$ cat src/assert_macros.svh
// Assertion macros for the RTL checks; the top level includes them.
`ifndef ASSERT_MACROS_SVH
`define ASSERT_MACROS_SVH
`ifndef NO_ASSERTIONS
`define ASSERT_IMPLIES(label, clk, rst_n, cond, expr, msg) \
    label: assert property (@(posedge clk) disable iff (!rst_n) (cond) |-> (expr)) \
        else $error(msg);
`define ASSERT_NEXT(label, clk, rst_n, cond, expr, msg) \
    label: assert property (@(posedge clk) disable iff (!rst_n) (cond) |=> (expr)) \
        else $error(msg);
`else
`define ASSERT_IMPLIES(label, clk, rst_n, cond, expr, msg)
`define ASSERT_NEXT(label, clk, rst_n, cond, expr, msg)
`endif
`endif

$ cat src/scpf_pkg.sv
// Types and constants for the servo command packet framer.
`default_nettype none
package scpf_pkg;

    localparam int MAX_RESULTS = 8;
    localparam int CNT_W       = $clog2(MAX_RESULTS + 1);

    localparam logic [7:0] HDR_FIRST  = 8'hFA;
    localparam logic [7:0] HDR_SECOND = 8'hAF;

    typedef enum logic {
        OP_START = 1'b0,
        OP_DATA  = 1'b1
    } t_op;

    typedef struct packed {
        logic       op;
        logic [7:0] packet_id;
        logic [7:0] flags;
        logic [7:0] address;
        logic [7:0] length_byte;
        logic [7:0] servo_count;
        logic [7:0] first_id;
        logic [7:0] data_byte;
    } t_cmd;

    typedef struct packed {
        logic [7:0] out_byte;
        logic       last;
        logic       error;
    } t_res;

    typedef logic [MAX_RESULTS-1:0][7:0] t_bytes;

    // All bytes one command produces; entry 0 goes out first.
    typedef struct packed {
        t_bytes           bytes;
        logic [CNT_W-1:0] count;
        logic             end_last;
        logic             error;
    } t_bundle;

    typedef struct packed {
        logic busy;
        logic free;
    } t_shift_stat;

endpackage
`default_nettype wire

$ cat src/scpf_cmd_if.sv
// Command channel: valid/ready with one command per transaction.
`default_nettype none
interface scpf_cmd_if
    import scpf_pkg::*;
();
    logic valid;
    logic ready;
    t_cmd payload;

    modport source (output valid, output payload, input ready);
    modport sink (input valid, input payload, output ready);
endinterface
`default_nettype wire

$ cat src/scpf_byte_if.sv
// Byte channel: valid/ready with one framed byte per transaction.
`default_nettype none
interface scpf_byte_if
    import scpf_pkg::*;
();
    logic valid;
    logic ready;
    t_res payload;

    modport source (output valid, output payload, input ready);
    modport sink (input valid, input payload, output ready);
endinterface
`default_nettype wire

$ cat src/scpf_in_stage.sv
// Input register for commands.
`default_nettype none
module scpf_in_stage
    import scpf_pkg::*;
(
    input  wire logic i_clk,
    input  wire logic i_rst_n,
    input  wire logic i_valid,
    input  wire t_cmd i_cmd,
    output logic      o_ready,
    input  wire logic i_take,
    output logic      o_valid,
    output t_cmd      o_cmd
);
    logic r_valid;
    t_cmd r_cmd;

    assign o_ready = !r_valid || i_take;
    assign o_valid = r_valid;
    assign o_cmd   = r_cmd;

    always_ff @(posedge i_clk) begin
        if (!i_rst_n) begin
            r_valid <= 1'b0;
        end else if (o_ready) begin
            r_valid <= i_valid;
        end
    end

    always_ff @(posedge i_clk) begin
        if (o_ready && i_valid) begin
            r_cmd <= i_cmd;
        end
    end
endmodule
`default_nettype wire

$ cat src/scpf_frame_calc.sv
// Packet state and the per-command byte computation.
`default_nettype none
module scpf_frame_calc
    import scpf_pkg::*;
(
    input  wire logic i_clk,
    input  wire logic i_rst_n,
    input  wire t_cmd i_cmd,
    input  wire logic i_take,
    output t_bundle   o_bundle
);
    logic       r_in_packet, n_in_packet;
    logic [7:0] r_xor, n_xor;
    logic [7:0] r_next_id, n_next_id;
    logic [7:0] r_per_entry, n_per_entry;
    logic [7:0] r_left, n_left;
    logic [7:0] r_entries, n_entries;

    logic       w_need_id;
    logic [7:0] w_x1, w_x2, w_hdr_x;
    logic [7:0] w_left1, w_left2, w_entries_dec;
    logic       w_done;

    always_comb begin
        n_in_packet = r_in_packet;
        n_xor       = r_xor;
        n_next_id   = r_next_id;
        n_per_entry = r_per_entry;
        n_left      = r_left;
        n_entries   = r_entries;
        o_bundle    = '0;

        w_hdr_x = i_cmd.packet_id ^ i_cmd.flags ^ i_cmd.address
                ^ i_cmd.length_byte ^ i_cmd.servo_count;
        w_need_id     = (r_left == 8'd0);
        w_x1          = w_need_id ? (r_xor ^ r_next_id) : r_xor;
        w_x2          = w_x1 ^ i_cmd.data_byte;
        w_left1       = w_need_id ? r_per_entry : r_left;
        w_left2       = w_left1 - 8'd1;
        w_entries_dec = r_entries - 8'd1;
        w_done        = (w_left2 == 8'd0) && (w_entries_dec == 8'd0);

        if (i_cmd.op == OP_START) begin
            if (i_cmd.servo_count != 8'd0 && i_cmd.length_byte <= 8'd1) begin
                o_bundle.count = CNT_W'(1);
                o_bundle.error = 1'b1;
                n_in_packet    = 1'b0;
            end else begin
                o_bundle.bytes[0] = HDR_FIRST;
                o_bundle.bytes[1] = HDR_SECOND;
                o_bundle.bytes[2] = i_cmd.packet_id;
                o_bundle.bytes[3] = i_cmd.flags;
                o_bundle.bytes[4] = i_cmd.address;
                o_bundle.bytes[5] = i_cmd.length_byte;
                o_bundle.bytes[6] = i_cmd.servo_count;
                n_xor     = w_hdr_x;
                n_next_id = i_cmd.first_id;
                n_left    = 8'd0;
                if (i_cmd.servo_count == 8'd0) begin
                    // short request: checksum right after the header
                    o_bundle.bytes[7] = w_hdr_x;
                    o_bundle.count    = CNT_W'(8);
                    o_bundle.end_last = 1'b1;
                    n_in_packet       = 1'b0;
                    n_entries         = 8'd0;
                    n_per_entry       = 8'd0;
                end else begin
                    o_bundle.count = CNT_W'(7);
                    n_in_packet    = 1'b1;
                    n_entries      = i_cmd.servo_count;
                    n_per_entry    = i_cmd.length_byte - 8'd1;
                end
            end
        end else if (!r_in_packet) begin
            o_bundle.count = CNT_W'(1);
            o_bundle.error = 1'b1;
        end else begin
            o_bundle.bytes[0] = w_need_id ? r_next_id : i_cmd.data_byte;
            o_bundle.bytes[1] = w_need_id ? i_cmd.data_byte : w_x2;
            o_bundle.bytes[2] = w_x2;
            o_bundle.count    = CNT_W'({1'b0, w_need_id} + {1'b0, 1'b1} + {1'b0, w_done});
            o_bundle.end_last = w_done;
            n_xor       = w_x2;
            n_left      = w_left2;
            n_in_packet = !w_done;
            if (w_need_id) begin
                n_next_id = r_next_id + 8'd1;
            end
            if (w_left2 == 8'd0) begin
                n_entries = w_entries_dec;
            end
        end
    end

    always_ff @(posedge i_clk) begin
        if (!i_rst_n) begin
            r_in_packet <= 1'b0;
            r_xor       <= 8'd0;
            r_next_id   <= 8'd0;
            r_per_entry <= 8'd0;
            r_left      <= 8'd0;
            r_entries   <= 8'd0;
        end else if (i_take) begin
            r_in_packet <= n_in_packet;
            r_xor       <= n_xor;
            r_next_id   <= n_next_id;
            r_per_entry <= n_per_entry;
            r_left      <= n_left;
            r_entries   <= n_entries;
        end
    end
endmodule
`default_nettype wire

$ cat src/scpf_out_shift.sv
// Result register that shifts a command's bytes out one per transaction.
`default_nettype none
module scpf_out_shift
    import scpf_pkg::*;
(
    input  wire logic    i_clk,
    input  wire logic    i_rst_n,
    input  wire logic    i_load,
    input  wire t_bundle i_bundle,
    output t_shift_stat  o_stat,
    output logic         o_valid,
    input  wire logic    i_ready,
    output t_res         o_res
);
    t_bytes           r_bytes, n_bytes;
    logic [CNT_W-1:0] r_cnt;
    logic             r_end_last;
    logic             r_error;
    logic             w_pop;

    assign o_valid       = (r_cnt != '0);
    assign w_pop         = o_valid && i_ready;
    assign o_stat.busy   = o_valid;
    // free when empty, or when the final byte leaves this cycle
    assign o_stat.free   = !o_valid || (w_pop && r_cnt == CNT_W'(1));
    assign o_res.out_byte = r_error ? 8'd0 : r_bytes[0];
    assign o_res.last     = r_end_last && (r_cnt == CNT_W'(1));
    assign o_res.error    = r_error;

    always_comb begin
        n_bytes = '0;
        for (int k = 0; k < MAX_RESULTS - 1; k++) begin
            n_bytes[k] = r_bytes[k+1];
        end
    end

    always_ff @(posedge i_clk) begin
        if (!i_rst_n) begin
            r_cnt <= '0;
        end else if (i_load) begin
            r_cnt <= i_bundle.count;
        end else if (w_pop) begin
            r_cnt <= r_cnt - CNT_W'(1);
        end
    end

    always_ff @(posedge i_clk) begin
        if (i_load) begin
            r_bytes    <= i_bundle.bytes;
            r_end_last <= i_bundle.end_last;
            r_error    <= i_bundle.error;
        end else if (w_pop) begin
            r_bytes <= n_bytes;
        end
    end
endmodule
`default_nettype wire

$ cat src/servo_command_packet_framer.sv
// Top level of the servo command packet framer.
//
//   port    dir   carries
//   i_cmd   in    op, packet_id, flags, address, length_byte, servo_count, first_id, data_byte
//   o_res   out   out_byte, last, error (one byte per transaction)
//
// A command waits in the input register until the shift register is free, then its
// bytes (1 to 8) load into the shift register and go out one per transaction:
// 7 or 8 for a start, 1 to 3 for a data byte, 1 for a rejected command.
// The output shift register sets the rate; the next command is computed while
// the last byte of the previous one is handed off.
// Reset (i_rst_n low, synchronous) empties both registers and closes any packet.
// Output stalls back up into the input register, then into i_cmd.ready.
`default_nettype none
`include "assert_macros.svh"
module servo_command_packet_framer
    import scpf_pkg::*;
(
    input  wire logic   i_clk,
    input  wire logic   i_rst_n,
    scpf_cmd_if.sink    i_cmd,
    scpf_byte_if.source o_res
);
    logic        w_in_valid;
    t_cmd        w_cmd;
    logic        w_load;
    t_bundle     w_bundle;
    t_shift_stat w_stat;

    assign w_load = w_in_valid && w_stat.free;

    scpf_in_stage u_in (
        .i_clk   (i_clk),
        .i_rst_n (i_rst_n),
        .i_valid (i_cmd.valid),
        .i_cmd   (i_cmd.payload),
        .o_ready (i_cmd.ready),
        .i_take  (w_load),
        .o_valid (w_in_valid),
        .o_cmd   (w_cmd)
    );

    scpf_frame_calc u_calc (
        .i_clk    (i_clk),
        .i_rst_n  (i_rst_n),
        .i_cmd    (w_cmd),
        .i_take   (w_load),
        .o_bundle (w_bundle)
    );

    scpf_out_shift u_out (
        .i_clk    (i_clk),
        .i_rst_n  (i_rst_n),
        .i_load   (w_load),
        .i_bundle (w_bundle),
        .o_stat   (w_stat),
        .o_valid  (o_res.valid),
        .i_ready  (o_res.ready),
        .o_res    (o_res.payload)
    );

    `ASSERT_IMPLIES(a_load_free, i_clk, i_rst_n, w_load, !w_stat.busy || o_res.ready, "load while output byte stalled")
    `ASSERT_IMPLIES(a_err_clean, i_clk, i_rst_n, o_res.valid && o_res.payload.error, o_res.payload.out_byte == 8'd0 && !o_res.payload.last, "error transaction carries data")
    `ASSERT_IMPLIES(a_in_ready, i_clk, i_rst_n, !w_in_valid, i_cmd.ready, "empty input register not ready")
    `ASSERT_NEXT(a_load_shows, i_clk, i_rst_n, w_load, o_res.valid, "loaded command produced no output")
endmodule
`default_nettype wire

$ cat src/flat_wrapper.sv
// flat-port wrapper written by rule: the top's interface ports become plain ports
module servo_command_packet_framer_flat import scpf_pkg::*;
  (i_clk, i_rst_n, i_cmd_valid, i_cmd_payload, i_cmd_ready, o_res_valid, o_res_payload, o_res_ready);
  scpf_cmd_if i_cmd_i ();
  scpf_byte_if o_res_i ();
  input  wire logic i_clk;
  input  wire logic i_rst_n;
  input wire logic [$bits(i_cmd_i.valid)-1:0] i_cmd_valid;
  input wire logic [$bits(i_cmd_i.payload)-1:0] i_cmd_payload;
  output wire logic [$bits(i_cmd_i.ready)-1:0] i_cmd_ready;
  output wire logic [$bits(o_res_i.valid)-1:0] o_res_valid;
  output wire logic [$bits(o_res_i.payload)-1:0] o_res_payload;
  input wire logic [$bits(o_res_i.ready)-1:0] o_res_ready;
  assign i_cmd_i.valid = i_cmd_valid;
  assign i_cmd_i.payload = i_cmd_payload;
  assign i_cmd_ready = i_cmd_i.ready;
  assign o_res_valid = o_res_i.valid;
  assign o_res_payload = o_res_i.payload;
  assign o_res_i.ready = o_res_ready;
  servo_command_packet_framer u_core (.i_clk(i_clk), .i_rst_n(i_rst_n), .i_cmd(i_cmd_i), .o_res(o_res_i));
endmodule
$ cat config.mk
export PLATFORM = sky130hd
export DESIGN_NAME = servo_command_packet_framer_flat
export DESIGN_NICKNAME = d
export VERILOG_FILES = /design/src/scpf_pkg.sv /design/src/scpf_cmd_if.sv /design/src/scpf_byte_if.sv /design/src/scpf_in_stage.sv /design/src/scpf_frame_calc.sv /design/src/scpf_out_shift.sv /design/src/servo_command_packet_framer.sv /design/src/flat_wrapper.sv
export VERILOG_INCLUDE_DIRS = /design/src /design/src/src
export SDC_FILE = /design/constraint.sdc
export NUM_CORES = 1
export LEC_CHECK = 0
export ABC_AREA = 1
export BUFFER_PORTS_ARGS = -buffer_cell sky130_fd_sc_hd__buf_2
export CAP_MARGIN = 20
export CORE_MARGIN = 8
export CORE_UTILIZATION = 25
export CTS_BUF_LIST = sky130_fd_sc_hd__clkbuf_8
export DETAILED_ROUTE_END_ITERATION = 16
export MAX_ROUTING_LAYER = met4
export SETUP_SLACK_MARGIN = 0.3
export SYNTH_ARGS = -nofsm -noshare
export SYNTH_HDL_FRONTEND = slang
export SYNTH_SLANG_ARGS = --single-unit
$ cat constraint.sdc
create_clock -name i_clk -period 7.3 [get_ports i_clk]
set_clock_uncertainty 0.05 [all_clocks]
set_input_delay 0.365 -clock i_clk [delete_from_list [all_inputs] [get_ports i_clk]]
set_output_delay 0.365 -clock i_clk [all_outputs]
set_load 0.01 [all_outputs]
==> flow_summary.yaml <==
status:
  status: "complete, no violations"
grt:
  grt_overflow: 0
  track_usage: 0.113
  grt_max_degree: 67
  antenna_found_initial: 0
  grt_pass1_wl_um: 32500
  grt_pass1_vias: 5872
yosys:
  syn-cell-area_mm2: 0.00795
  synth_top_area_frac: 0.465
  syn_nets: 902
  synth-seq-cells: 169
  ys.flop_type: "edfxtp_1"
  ys_types: 40
  synthArstFlopShare: 0
  synth.avg_cell_area_um2: 9.57
  synth_top_cell_by_area: "edfxtp_1"
  syn_inst: 831
  ys_warn_count: 0
  synth_commonest_cells: "158 x nand2_1, 123 x edfxtp_1, 89 x nor2_1"
  synth_edf_count: 123
  synth.area.top_cells: "edfxtp_1 46%, dfxtp_1 12%, nand2_1 7.5%"
  synth_most_common_cell: "nand2_1"
  seq_area_frac_synth: 0.580
sta:
  rsz0062_at_grt: "false"
  hold_viol_final: 0
  setup-violations-final: 0
  fin_crit_ns: 3.73
  post-route-period-util: 0.511
  whs_ns: 0.0320
  worst_slew_pin_slew_ns: 0.956
  fin_setup_tns_ns: 0
  final_max_slew_viol_count: 0
  relSlewSlack: 0.360
  fmax_mhz: 268
  setup_slack_ns: 3.57
clock_tree:
  cts-resized-gates: 0
  cts.sinks: 169
  cts_tree: "built"
  clkSlewWorstSetupHoldPaths_ns: 0.10
  cts_made_buffers: 17
  cts_setup_buffers: 0
  clock_latency_ns: 0.48
  cts_buffer_depth: 2
  htreeDepth: 4
  cts-root-buf: "clkbuf_8"
finish:
  areaGrowthSynthToFinish_pct: 21.8
  n_antenna_cell: 0
  layout-drive-gt1-share: 0.144
  fin_util: 0.308
  nNetsFinal: 1015
die:
  fp-row-count: 65
  dieArea_mm2: 0.0378
  start_util: 0.253
  coreArea_mm2: 0.0315
  fp.dieW_um: 194
  die_h_um: 194
  ios: 73
setup_path:
  worstPathArrival_ns: 4.05
  required_ns: 7.63
  crit_path_max_fanout: 66
  critical_path.cell_chain: "inv_1, ha_1, nand3_1, o21ai_1, nand2_2, buf_4, nor2_1, nor2_1, inv_2, nand2_4, nand2_1, nand2_1, nor2_1"
  critical-path-slowest-cell: "nor2_1"
  crit_type: "reg -> reg"
  worstSetupEndpointType: "flip-flop"
  worst_setup_path_start_kind: "flip-flop"
  cp_slowest_stage_delay_ns: 0.83
  cp_common_cell: "nor2_1"
route:
  via_per_inst: 4.50
  num_vias: 6121
  drtPass1Iterations: 6
  antenna_left: 0
  first_iter_violations: 682
  wl_per_cell_um: 15.1
  postRouteWirelength_um: 20600
  drc: 0
placement:
  io_buffers: 72
  place_worst_setup_slack_ns: 3.62
  place.gp.congestion: 0.855
  hpwl_um: 14400
power:
  power_w: 0.00341
  ir_worst_vdd_mv: 0.166
  leakage_nw: 3.95
  p_per_area_mw_per_mm2: 352
job:
  drv_cap: 0
worst_hold_path:
  hold_class: "in -> reg"
## logic make-up after synthesis
logic type	Yosys count	share of synthesized area
xor+xnor	54	0.0595
flops	169	0.580
mux	4	0.00504
fa+ha+maj	10	0.0157
simple gates	302	0.157
buf+inv	122	0.0611
compound gates	170	0.122
## routing by layer
layer | up-vias | track usage | part of all wire
met5 | - | - | 0
met4 | 0 | 0.0322 | 0.0097
met3 | 17 | 0.0237 | 0.068
met2 | 224 | 0.164 | 0.44
met1 | 2875 | 0.156 | 0.49
li1 | 3005 | - | -
## layout by cell type (no fill, tap or decap), drive strengths merged
cell,synthesis,routed
nand2,166,166
edfxtp,123,123
nor2,96,96
inv,84,91
buf,12,79
o21ai,78,78
a21oi,64,64
dlygate4sd3,0,51
dfxtp,46,46
xor2,31,31
nand3,26,26
xnor2,23,23
clkbuf,24,17
a22o,10,10
ha,10,10
nand4,5,5
bufinv,0,5
clkinv,2,5
nor3,4,4
o211ai,4,4
mux2i,4,4
a31oi,4,4
o221a,4,4
a221oi,3,3
o221ai,2,2
or2,2,2
nor4,1,1
nand3b,1,1
and2,1,1
o211a,1,1
## timing repair
item,CTS,global route
hold endpoints to repair,50,1
hold buffers,50,1
endpoints found under the setup margin,0,0
## power breakdown
group | switching, W | internal [W]
logic | 0.000688 | 0.000357
registers | 0.000128 | 0.00145
clock network | 0.000374 | 0.000416
total | 0.00119 | 0.00222
## through the flow
| stage | cells | area, µm² |
|---|---|---|
| after global routing | 1359 | 9690 |
| after detailed placement | 1276 | 8710 |
| final | 1359 | 9690 |
| after global placement | 1276 | 8710 |
| after CTS | 1358 | 9680 |
| after floorplan | 831 | 7950 |
## critical path, delay by kind of cell (launching register included)
kind | cells | cell delay, ns
flip-flops | 1 | 0.39
AO/OA/AOI/OAI | 1 | 0.12
AND/OR/NAND/NOR | 8 | 1.93
buffers and inverters | 3 | 0.90
adder cells (fa/ha/maj) | 1 | 0.23
## area by class of cell
type / count / area (µm²)
fillers: 3276 / 21800
flip-flops and latches: 169 / 4610
multi-input cells: 540 / 2860
repair buffers: 130 / 923
well taps: 402 / 503
inverters: 86 / 323
clock buffers: 17 / 234
clock inverters: 15 / 234
## state kept, by name (all words and copies together) (netlist names), 4 cells and up
signal                     cells
u_core.u_calc.r_left           8
u_core.u_calc.r_next_id        8
u_core.u_calc.r_per_entry      8
u_core.u_calc.r_xor            8
u_core.u_out.r_bytes           8
u_core.u_calc.r_entries        8
u_core.u_out.r_cnt             4
u_core.u_in.o_cmd             57
u_core.u_out.n_bytes          56
## path summary, 6_finish.rpt
kind	startpoint	depth (start not counted)	slack, ns	to
worst min register to register	u_core.u_calc.r_per_entry[4]	2	0.42	u_core.u_calc.r_per_entry[4]
worst max-delay path	u_core.u_out.r_cnt[0]	13	3.57	u_core.u_calc.r_entries[0]
worst min-delay path	i_cmd_payload[0]	1	0.03	u_core.u_in.o_cmd[0]
worst max register to register	u_core.u_out.r_cnt[0]	13	3.57	u_core.u_calc.r_entries[0]
(Power assumes the default switching activity.)
